--- src/hw/rtl/whr_pkg.sv ---
// ----------------------------------------------------------------------------
// whr_pkg: wrist raise detector shared definitions
// Register map, reset values, sequencer states and cell control types.
// ----------------------------------------------------------------------------
`default_nettype none
package whr_pkg;

	localparam int unsigned REG_ADDR_W = 5;

	typedef enum logic [2:0] {
		REG_MOTION_LIMIT = 3'd0,
		REG_X_LIMIT      = 3'd1,
		REG_Y_LIMIT      = 3'd2,
		REG_Z_LOW        = 3'd3,
		REG_Z_HIGH       = 3'd4,
		REG_SWING        = 3'd5,
		REG_TIME_WINDOW  = 3'd6
	} reg_idx_t;

	localparam logic [15:0]        RST_MOTION_LIMIT = 16'd2200;
	localparam logic [14:0]        RST_X_LIMIT      = 15'd500;
	localparam logic [14:0]        RST_Y_LIMIT      = 15'd1400;
	localparam logic signed [15:0] RST_Z_LOW        = -16'sd2000;
	localparam logic signed [15:0] RST_Z_HIGH       = -16'sd1200;
	localparam logic [15:0]        RST_SWING        = 16'd2000;
	localparam logic [31:0]        RST_TIME_WINDOW  = 32'd300;

	typedef enum logic [2:0] {
		ST_IDLE,
		ST_DIV,
		ST_FILT,
		ST_SQ,
		ST_POS,
		ST_SCAN,
		ST_PUSH,
		ST_OUT
	} state_t;

	// one raw sample of all three axes, as held by a filter tap
	typedef struct packed {
		logic signed [15:0] x;
		logic signed [15:0] y;
		logic signed [15:0] z;
	} axes_t;

	// one history entry
	typedef struct packed {
		logic signed [15:0] y;
		logic [31:0]        t;
	} hist_t;

	// control of one history cell
	typedef struct packed {
		logic shift;
		logic load;
	} hist_ctl_t;

endpackage
`default_nettype wire

--- src/hw/rtl/whr_tap.sv ---
// ----------------------------------------------------------------------------
// whr_tap: moving average tap cell
// Holds one three-axis raw sample; takes its neighbor's sample on shift.
// ----------------------------------------------------------------------------
`default_nettype none
module whr_tap (
	input  wire logic           clk,
	input  wire logic           arst_n,
	input  wire logic           shift,
	input  wire whr_pkg::axes_t nb,
	output whr_pkg::axes_t      q
);
	import whr_pkg::*;

	axes_t q_q;

	always_ff @(posedge clk or negedge arst_n) begin
		if (!arst_n) begin
			q_q <= '0;
		end else if (shift) begin
			q_q <= nb;
		end
	end

	assign q = q_q;
endmodule
`default_nettype wire

--- config.mk ---
export PLATFORM = sky130hd
export DESIGN_NAME = whr_tap
export DESIGN_NICKNAME = d
export VERILOG_FILES = /design/src/hw/rtl/whr_pkg.sv /design/src/hw/rtl/whr_tap.sv
export SDC_FILE = /design/constraint.sdc
export NUM_CORES = 1
export LEC_CHECK = 0
export BUFFER_PORTS_ARGS = -buffer_cell sky130_fd_sc_hd__buf_4
export CORE_MARGIN = 5
export CORE_UTILIZATION = 40
export DETAILED_ROUTE_END_ITERATION = 7
export PLACE_DENSITY = 0.75
export SLEW_MARGIN = 20
export SYNTH_ARGS = -nofsm -noshare
export SYNTH_HDL_FRONTEND = slang
export SYNTH_SLANG_ARGS = --single-unit
export TNS_END_PERCENT = 5
--- constraint.sdc ---
create_clock -name clk -period 0.8 [get_ports clk]
set_input_delay 0.16 -clock clk [delete_from_list [all_inputs] [get_ports clk]]
set_output_delay 0.16 -clock clk [all_outputs]
set_load 0.01 [all_outputs]
==> reports/results.ini <==
[logic_synthesis]
synth.area.top_cells=dfrtp_1 (65%), mux2_2 (17%), mux2_4 (16%)
syn_nets=152
netlist_area_mm2=0.00186
synth_top_family_by_area=multiplexers
synth.mux.area_fraction_pct=33.1
synth-simple-area-share_pct=0
ys_warn_count=0
synth_largest_area_cell=dfrtp_1
synth_top_area_share_pct=64.6
ys_seq_elements=48
ys_seq_area_share_pct=64.6
synth_compound_area_share_pct=0
synthXorXnorAreaFrac_pct=0
yosysUniqueCellTypes=5
synth_fa_ha_area_share_pct=0
syn_area_per_cell_um2=18.4
netlist_instances=101

[die]
placementRows=24
initial_utilization_pct=41.9
die_w_um=78.2
die_h_um=78.2
num_io_pins=99
fp.coreArea_mm2=0.00444
die_area_mm2=0.00612

[global_route]
antenna_found_initial=0
grt.overflow.total=0
grt_max_degree=49
grt_pass1_vias=1391
grt_use_total_pct=15.0
grt_pass1_wl_um=7140

[flow_run]
cap_violations=0

[placement]
numPortBuffers=98
place.gp.congestion=0.738
place_ws_ps=-190
hpwl_um=3170
place_inst=249

[cts]
root_buffer=clkbuf_8
cts_tree=done
worstSkewPairLatency_ps=300
clock_path_buffers=2
cts.clk_slew.worst_paths_ps=90
cts_made_buffers=5
clkSinkCount=48
ctsHtreeMaxLevel=2

[drt]
vias_per_cell=4.69
route.detailed.drc=0
wirelength_um=4260
dr.pass1.iters=4
vias=1229
ant_nets=0
drtIter0Drc=20
wl_per_cell_um=16.3

[outcome]
violations=setup timing
status=complete, but fails checks

[hold_path]
hp-class=input port to register

[power]
seq_power_share_pct=48.3
intPower_w=0.00451
p_sw_share_pct=23.4
worst_ir_drop_vdd_mv=1.05
clkPwrFrac_pct=28.7
powerDensity_mw_per_mm2=1960
power.leakage_nw=1.48
power.switching_w=0.00138
p_comb_share_pct=23.0

[layout]
antenna_cells=0
largest_reg_flops=48
fill_cells=317
drive_above_1_share_pct=76.2
fin_cells=262
layout.nets=260
areaGrowthSynthToFinish_pct=61.5

[sta]
slew_viol_final=0
rsz0062_at_grt=true
period_needed_ps=990
finalCritPeriodShare_pct=124
clock.fmax_mhz=1010
skew_ps=0
fin_ws_ps=-190
finalHoldViolations=0
setup_tns_ps=-8960
slew_headroom_pct=82.7
setup_viol_count_final=52
worst_pin_slew_ps=259

[worst_setup_path]
path_class=register to output pin
cp_cell_sequence=buf_6
cp_top_family=flip-flops
path_buf_inv=1
crit_path_end_kind=output pin
start_kind=register
cp_max_fo=2
crit_arrival_ps=830
crit_path_max_incr_delay_ps=400
critPathRequiredTime_ps=640
reg2reg_slack_ps=-110
cp_slowest_cell=dfrtp_1

[power by group through the flow]
| stage | sequential [W] | combinational [W] | clock, W |
|---|---|---|---|
| detailed placement | 0.00285 | 0.00119 | 0 |
| global placement | 0.00283 | 0.00116 | 0 |
| CTS | 0.00285 | 0.00137 | 0.00175 |
| floorplan | 0.00295 | 0.000388 | 0 |
| finish | 0.00284 | 0.00136 | 0.00169 |
| global route | 0.00288 | 0.00145 | 0.00187 |
[synth_stat cells]
cell,count
mux2_2,28
buf_2,2
dfrtp_1,48
mux2_4,20
buf_6,3
[final timing paths]
check	start	endpoint	cells after the start
setup / recovery	q[0]	q[0]	1
hold / removal	nb[47]	q[47]	2
setup reg to reg	q[42]	q[42]	2
hold reg to reg	q[47]	q[47]	1
max in group asynchronous	arst_n	q[15]	3
min in group asynchronous	arst_n	q[41]	3
[routing by layer]
metal	GRT usage, %	wire length [µm]	up-vias
li1	-	-	570
met1	18.8	1810	580
met2	22.8	1880	73
met3	7.21	507	6
met4	5.24	67	0
met5	0	0	-
[cell type report]
cell class	count	area [µm²]	area share (%)
Sequential cell	48	1200	40.0
Timing Repair Buffer	106	1010	33.7
Multi-Input combinational cell	48	619	20.6
Clock buffer	6	72.6	2.41
Tap cell	52	65.1	2.16
Clock inverter	2	35.0	1.17
[per-stage QoR]
stage                     util, %  power [W]  instance area, µm²  hold WS, ps
final                        67.6    0.00589                3010         86.4
after CTS                    67.4    0.00597                2990         75.1
after detailed placement     60.2    0.00404                2680          150
after global routing         67.6    0.00620                3010         70.2
after global placement       60.2    0.00400                2680          141
after floorplan                 -    0.00334                1890         -136
[cell families after synthesis]
kind of cell,count (synthesis)
buf+inv,5
mux,48
flops,48
[cells in the final DEF (no fill, tap or decap)]
cell	instances
clkbuf_8	5
dfrtp_1	48
bufinv_16	1
mux2_4	21
mux2_2	27
dlygate4sd3_1	1
buf_12	3
clkbuf_1	1
clkinv_2	1
buf_4	55
buf_6	47
[timing repair]
item,CTS,global route
hold endpoints to repair,48,0
hold buffers,1,0
setup endpoints to repair,48,62
resized for setup,45,3
setup buffers,4,0
No activity file was read; power rests on OpenSTA's default activity.
