$ cat config.mk
export PLATFORM = sky130hd
export DESIGN_NAME = whr_hist_cell
export DESIGN_NICKNAME = d
export VERILOG_FILES = /design/src/hw/rtl/whr_pkg.sv /design/src/hw/rtl/whr_hist_cell.sv
export SDC_FILE = /design/constraint.sdc
export NUM_CORES = 1
export LEC_CHECK = 0
export BUFFER_PORTS_ARGS = -buffer_cell sky130_fd_sc_hd__buf_2
export CAP_MARGIN = 20
export CORE_MARGIN = 1
export CORE_UTILIZATION = 41
export CTS_CLUSTER_DIAMETER = 60
export DETAILED_ROUTE_END_ITERATION = 7
export PLACE_DENSITY = 0.87
export REMOVE_ABC_BUFFERS = 1
export SLEW_MARGIN = 20
export SYNTH_ARGS = -nofsm -noshare
export SYNTH_HDL_FRONTEND = slang
export SYNTH_SLANG_ARGS = --single-unit
$ cat constraint.sdc
create_clock -name clk -period 3.3 [get_ports clk]
set_clock_uncertainty 0.15 [all_clocks]
set_input_delay 0.99 -clock clk [delete_from_list [all_inputs] [get_ports clk]]
set_output_delay 0.99 -clock clk [all_outputs]
set_load 0.05 [all_outputs]
$ cat src/hw/rtl/whr_pkg.sv
// ----------------------------------------------------------------------------
// whr_pkg: wrist raise detector shared definitions
// Register map, reset values, sequencer states and cell control types.
// ----------------------------------------------------------------------------
`default_nettype none
package whr_pkg;

	localparam int unsigned REG_ADDR_W = 5;

	typedef enum logic [2:0] {
		REG_MOTION_LIMIT = 3'd0,
		REG_X_LIMIT      = 3'd1,
		REG_Y_LIMIT      = 3'd2,
		REG_Z_LOW        = 3'd3,
		REG_Z_HIGH       = 3'd4,
		REG_SWING        = 3'd5,
		REG_TIME_WINDOW  = 3'd6
	} reg_idx_t;

	localparam logic [15:0]        RST_MOTION_LIMIT = 16'd2200;
	localparam logic [14:0]        RST_X_LIMIT      = 15'd500;
	localparam logic [14:0]        RST_Y_LIMIT      = 15'd1400;
	localparam logic signed [15:0] RST_Z_LOW        = -16'sd2000;
	localparam logic signed [15:0] RST_Z_HIGH       = -16'sd1200;
	localparam logic [15:0]        RST_SWING        = 16'd2000;
	localparam logic [31:0]        RST_TIME_WINDOW  = 32'd300;

	typedef enum logic [2:0] {
		ST_IDLE,
		ST_DIV,
		ST_FILT,
		ST_SQ,
		ST_POS,
		ST_SCAN,
		ST_PUSH,
		ST_OUT
	} state_t;

	// one raw sample of all three axes, as held by a filter tap
	typedef struct packed {
		logic signed [15:0] x;
		logic signed [15:0] y;
		logic signed [15:0] z;
	} axes_t;

	// one history entry
	typedef struct packed {
		logic signed [15:0] y;
		logic [31:0]        t;
	} hist_t;

	// control of one history cell
	typedef struct packed {
		logic shift;
		logic load;
	} hist_ctl_t;

endpackage
`default_nettype wire

$ cat src/hw/rtl/whr_hist_cell.sv
// ----------------------------------------------------------------------------
// whr_hist_cell: history queue cell
// Holds one (y, time) entry; loads a new entry or its neighbor's on shift.
// ----------------------------------------------------------------------------
`default_nettype none
module whr_hist_cell (
	input  wire logic              clk,
	input  wire whr_pkg::hist_ctl_t ctl,
	input  wire whr_pkg::hist_t    nb,
	input  wire whr_pkg::hist_t    fresh,
	output whr_pkg::hist_t         q
);
	import whr_pkg::*;

	hist_t q_q;

	// contents are undefined until written; no reset
	always_ff @(posedge clk) begin
		if (ctl.load) begin
			q_q <= fresh;
		end else if (ctl.shift) begin
			q_q <= nb;
		end
	end

	assign q = q_q;
endmodule
`default_nettype wire

==> results.md <==
Status:
- The run finished with clean final reports.

Final layout:
- The register with the most flip-flops in the layout has between 40 and 50 of them.
- The antenna diode instance count is 0.
- The area overhead of the layout relative to synthesis is 44.07%.
- The net count of the finished layout is 352.
- In the final layout, the share of cells above drive strength 1 is 80.31%.
- The count of placed standard cells in the final layout, fillers left out is 321.

Detailed routing:
- After the first detailed-routing iteration, the DRC count stood at 42.
- The total iterations of the first detailed-routing run is 4.
- The average wire per standard cell is 14.52 µm.
- The overall via count from detail_route is 1470.
- The number of routed nets with antenna violations is 0.
- In the routed design, unresolved DRC markers number 0.
- In the routed layout, each cell is associated on average with a via count of 4.579.
- For this block, the routed nets add up to roughly 4700 µm of wire.

Clocking:
- The TritonCTS buffer count is 5.
- The TritonCTS clock tree is yes.
- The post-CTS setup-driven buffer insertion count is 0.
- The deepest clock path buffer count is 2.
- The clock drives 48 sinks.
- The number of H-tree levels is 2.
- The number of resized instances in the post-cts repair step is 0.
- The clock root buffer master is sky130_fd_sc_hd__clkbuf_8.
- The number of buffers added to fix hold violations after cts is 0.
- The clock-pin transition on the worst setup and hold timing paths is 0.09 ns.

Critical path:
- Broken down by cell family, the worst path's largest delay share belongs to flip-flops.
- The critical path goes through buf_2.
- STA classifies the critical path startpoint as a register.
- In this run the worst setup path begins at q[7].
- In this run the worst path has a maximum fanout of 1.
- The number of buffers and inverters on the critical path is 1.
- The critical path ends at q[7].
- The data required time at the worst endpoint is 2.16 ns.
- The worst setup path is of the register to output port kind.
- In this run the number of cells on the critical path is 1.
- Data on the critical path arrives at its endpoint at between 0.9 and 1 ns.
- On the critical path, the stage with the largest delay is an instance of sky130_fd_sc_hd__edfxtp_1.
- In this design, the stage delay of the slowest critical-path cell is 0.35 ns.
- The type of destination of the critical path is an output port.

Floorplanning:
- The number of ports placed on the die boundary is between 100 and 150.
- The total area inside the core boundary comes to 0.004786 mm².
- The overall die area is 0.005329 mm².
- Row generation in the floorplan step produced 25 rows.
- The effective utilization at floorplan is 43.19%.
- In this run the horizontal extent of the chip is roughly 73 µm.
- The y dimension of the die is 73 µm.

Global routing:
- The via count of the first global-routing pass came to 1546.
- After global routing the overflow that remains totals 0.
- The initial antenna violation count is 0.
- The maximum number of pins on one net before global-route repair is 38.
- The global-route usage over all layers is 17.08%.
- The first-pass GRT wire length is around 6700 µm.

Run:
- The reported max-cap violation count is 0.

Power and ir drop:
- The power density over cell area is between 500 and 600 mW/mm².
- IR analysis of the VDD net gives a maximum drop of 0.0003652 V.
- The leakage power total is 1.365 nW.

Synthesis:
- The cell area that synthesis handed to floorplanning was 0.002067 mm².
- Of all cell types, the one taking the most synthesized area is sky130_fd_sc_hd__edfxtp_1.
- The fraction of registers with async set or reset after synthesis is 0%.
- Of the total synthesized cell area, the portion taken by full adders, half adders and majority gates is 0%.
- The dominant synthesized flop cell is sky130_fd_sc_hd__edfxtp_1.
- After synthesis, the most frequently instantiated cells are 48 x sky130_fd_sc_hd__edfxtp_1, 39 x sky130_fd_sc_hd__mux2_2, 9 x sky130_fd_sc_hd__mux2_4, 3 x sky130_fd_sc_hd__buf_4, 2 x sky130_fd_sc_hd__buf_6.
- The yosys synthesis warning count is 0.
- Summed over its instances, the top area cell type makes up 69.73% of the synthesized netlist area.
- The simple logic cell fraction of the synthesized area is 0.3027%.
- The number of unique standard cell types used by synthesis is 6.
- The compound-cell area share of the yosys netlist is 0%.
- The cell count after synthesis is 102.
- For this run, the register share of the synthesized area comes to 69.73%.
- After Yosys synthesis, XOR and XNOR cells account for 0% of the synthesized area.
- After synthesis the netlist holds a flip-flop and latch count of 48.
- By area the synthesized netlist is led by sky130_fd_sc_hd__edfxtp_1 70%, sky130_fd_sc_hd__mux2_2 21%, sky130_fd_sc_hd__mux2_4 6.5%.
- Multiplexer cells account for 27.78% of the synthesized area.
- The most instantiated library cell after synthesis is sky130_fd_sc_hd__edfxtp_1.
- By area, the combinational part of the netlist is dominated by multiplexers.
- The count of flip-flops with a built-in enable after synthesis is 48.
- Each instance of the synthesized netlist takes up on average 20.26 µm².

STA:
- After layout, the worst path uses 62.09% of the clock period.
- Derived from the worst setup path, the maximum achievable clock frequency is 0.4881 GHz.
- The worst path in the final design needs a cycle of 2.049 ns, including I/O delays and setup.
- Setup violations remaining at the end of the flow were counted as 0.
- Setup repair after global routing left no endpoint under its margin.
- The aggregate negative setup slack is 0 ns.
- The max-slew violation count is 0.
- The final-report hold violation count is 0.
- The headroom to the max-slew limit is 73.13%.
- The transition time at the pin with the least slew margin is just over 0.4 ns.

Placed design:
- Routability-driven placement finished with a final weighted congestion of 0.6760.
- The number of placed instances, taps included, is 313.
- The number of buffers inserted by port buffering is approximately 150.

Hold path:
- The worst hold path belongs to the class input pin to register.
placed cells by master, fill, tap and decap left out, drive strengths merged:
cell type,instances
clkinv,2
bufinv,1
buf,149
mux2,48
or2,1
clkbuf,5
edfxtp,48
power breakdown:
| group | internal (mW) | total [mW] | leakage, nW | switching, mW |
|---|---|---|---|---|
| logic | 0.134 | 0.447 | 0.823 | 0.313 |
| registers | 0.747 | 0.762 | 0.489 | 0.0148 |
| clock network | 0.221 | 0.409 | 0.0532 | 0.188 |
final cells by class:
class / instances / area, µm²
Sequential cell: 48 / 1441
Timing Repair Buffer: 149 / 765.7
Clock buffer: 5 / 68.82
Multi-Input combinational cell: 49 / 580.6
Clock inverter: 3 / 37.54
Tap cell: 67 / 83.83
Fill cell: 375 / 1808
cells by family after synthesis:
kind of cell	Yosys count
and+or+nand+nor	1
DFF	48
muxes	48
buffers and inverters	5
stage by stage:
step                      hold slack (ns)  power, mW  setup WS, ns  utilization (%)  instance area (µm²)
after global routing               0.8314      1.672         1.219            62.22                 2978
after CTS                          0.8264      1.633         1.246            62.22                 2978
after detailed placement            1.144      1.226         1.032            60.00                 2872
final                              0.8408      1.618         1.251            62.22                 2978
after floorplan                     1.057      1.082        0.6655                -                 2022
after global placement              1.140      1.217         1.061            60.00                 2872
routing by layer:
metal	share of wire (%)	vias to the layer above	global-route usage [%]	routed length [µm]
li1	-	698	-	-
met4	2.0	0	8.715	92
met3	8.0	8	5.110	374
met2	56	86	33.13	2627
met1	34	678	15.82	1566
met5	0	-	0	0
worst min-delay path by stage:
stage,endpoint,from,cells after the start,slack (ns)
floorplan,q[36],fresh[36],1,1.06
CTS,q[38],fresh[38],2,0.83
global route,q[38],fresh[38],2,0.83
global placement,q[43],fresh[43],2,1.14
detailed placement,q[38],fresh[38],2,1.14
finish,q[38],fresh[38],2,0.84
Note: power is estimated with default switching activity, not from simulation.
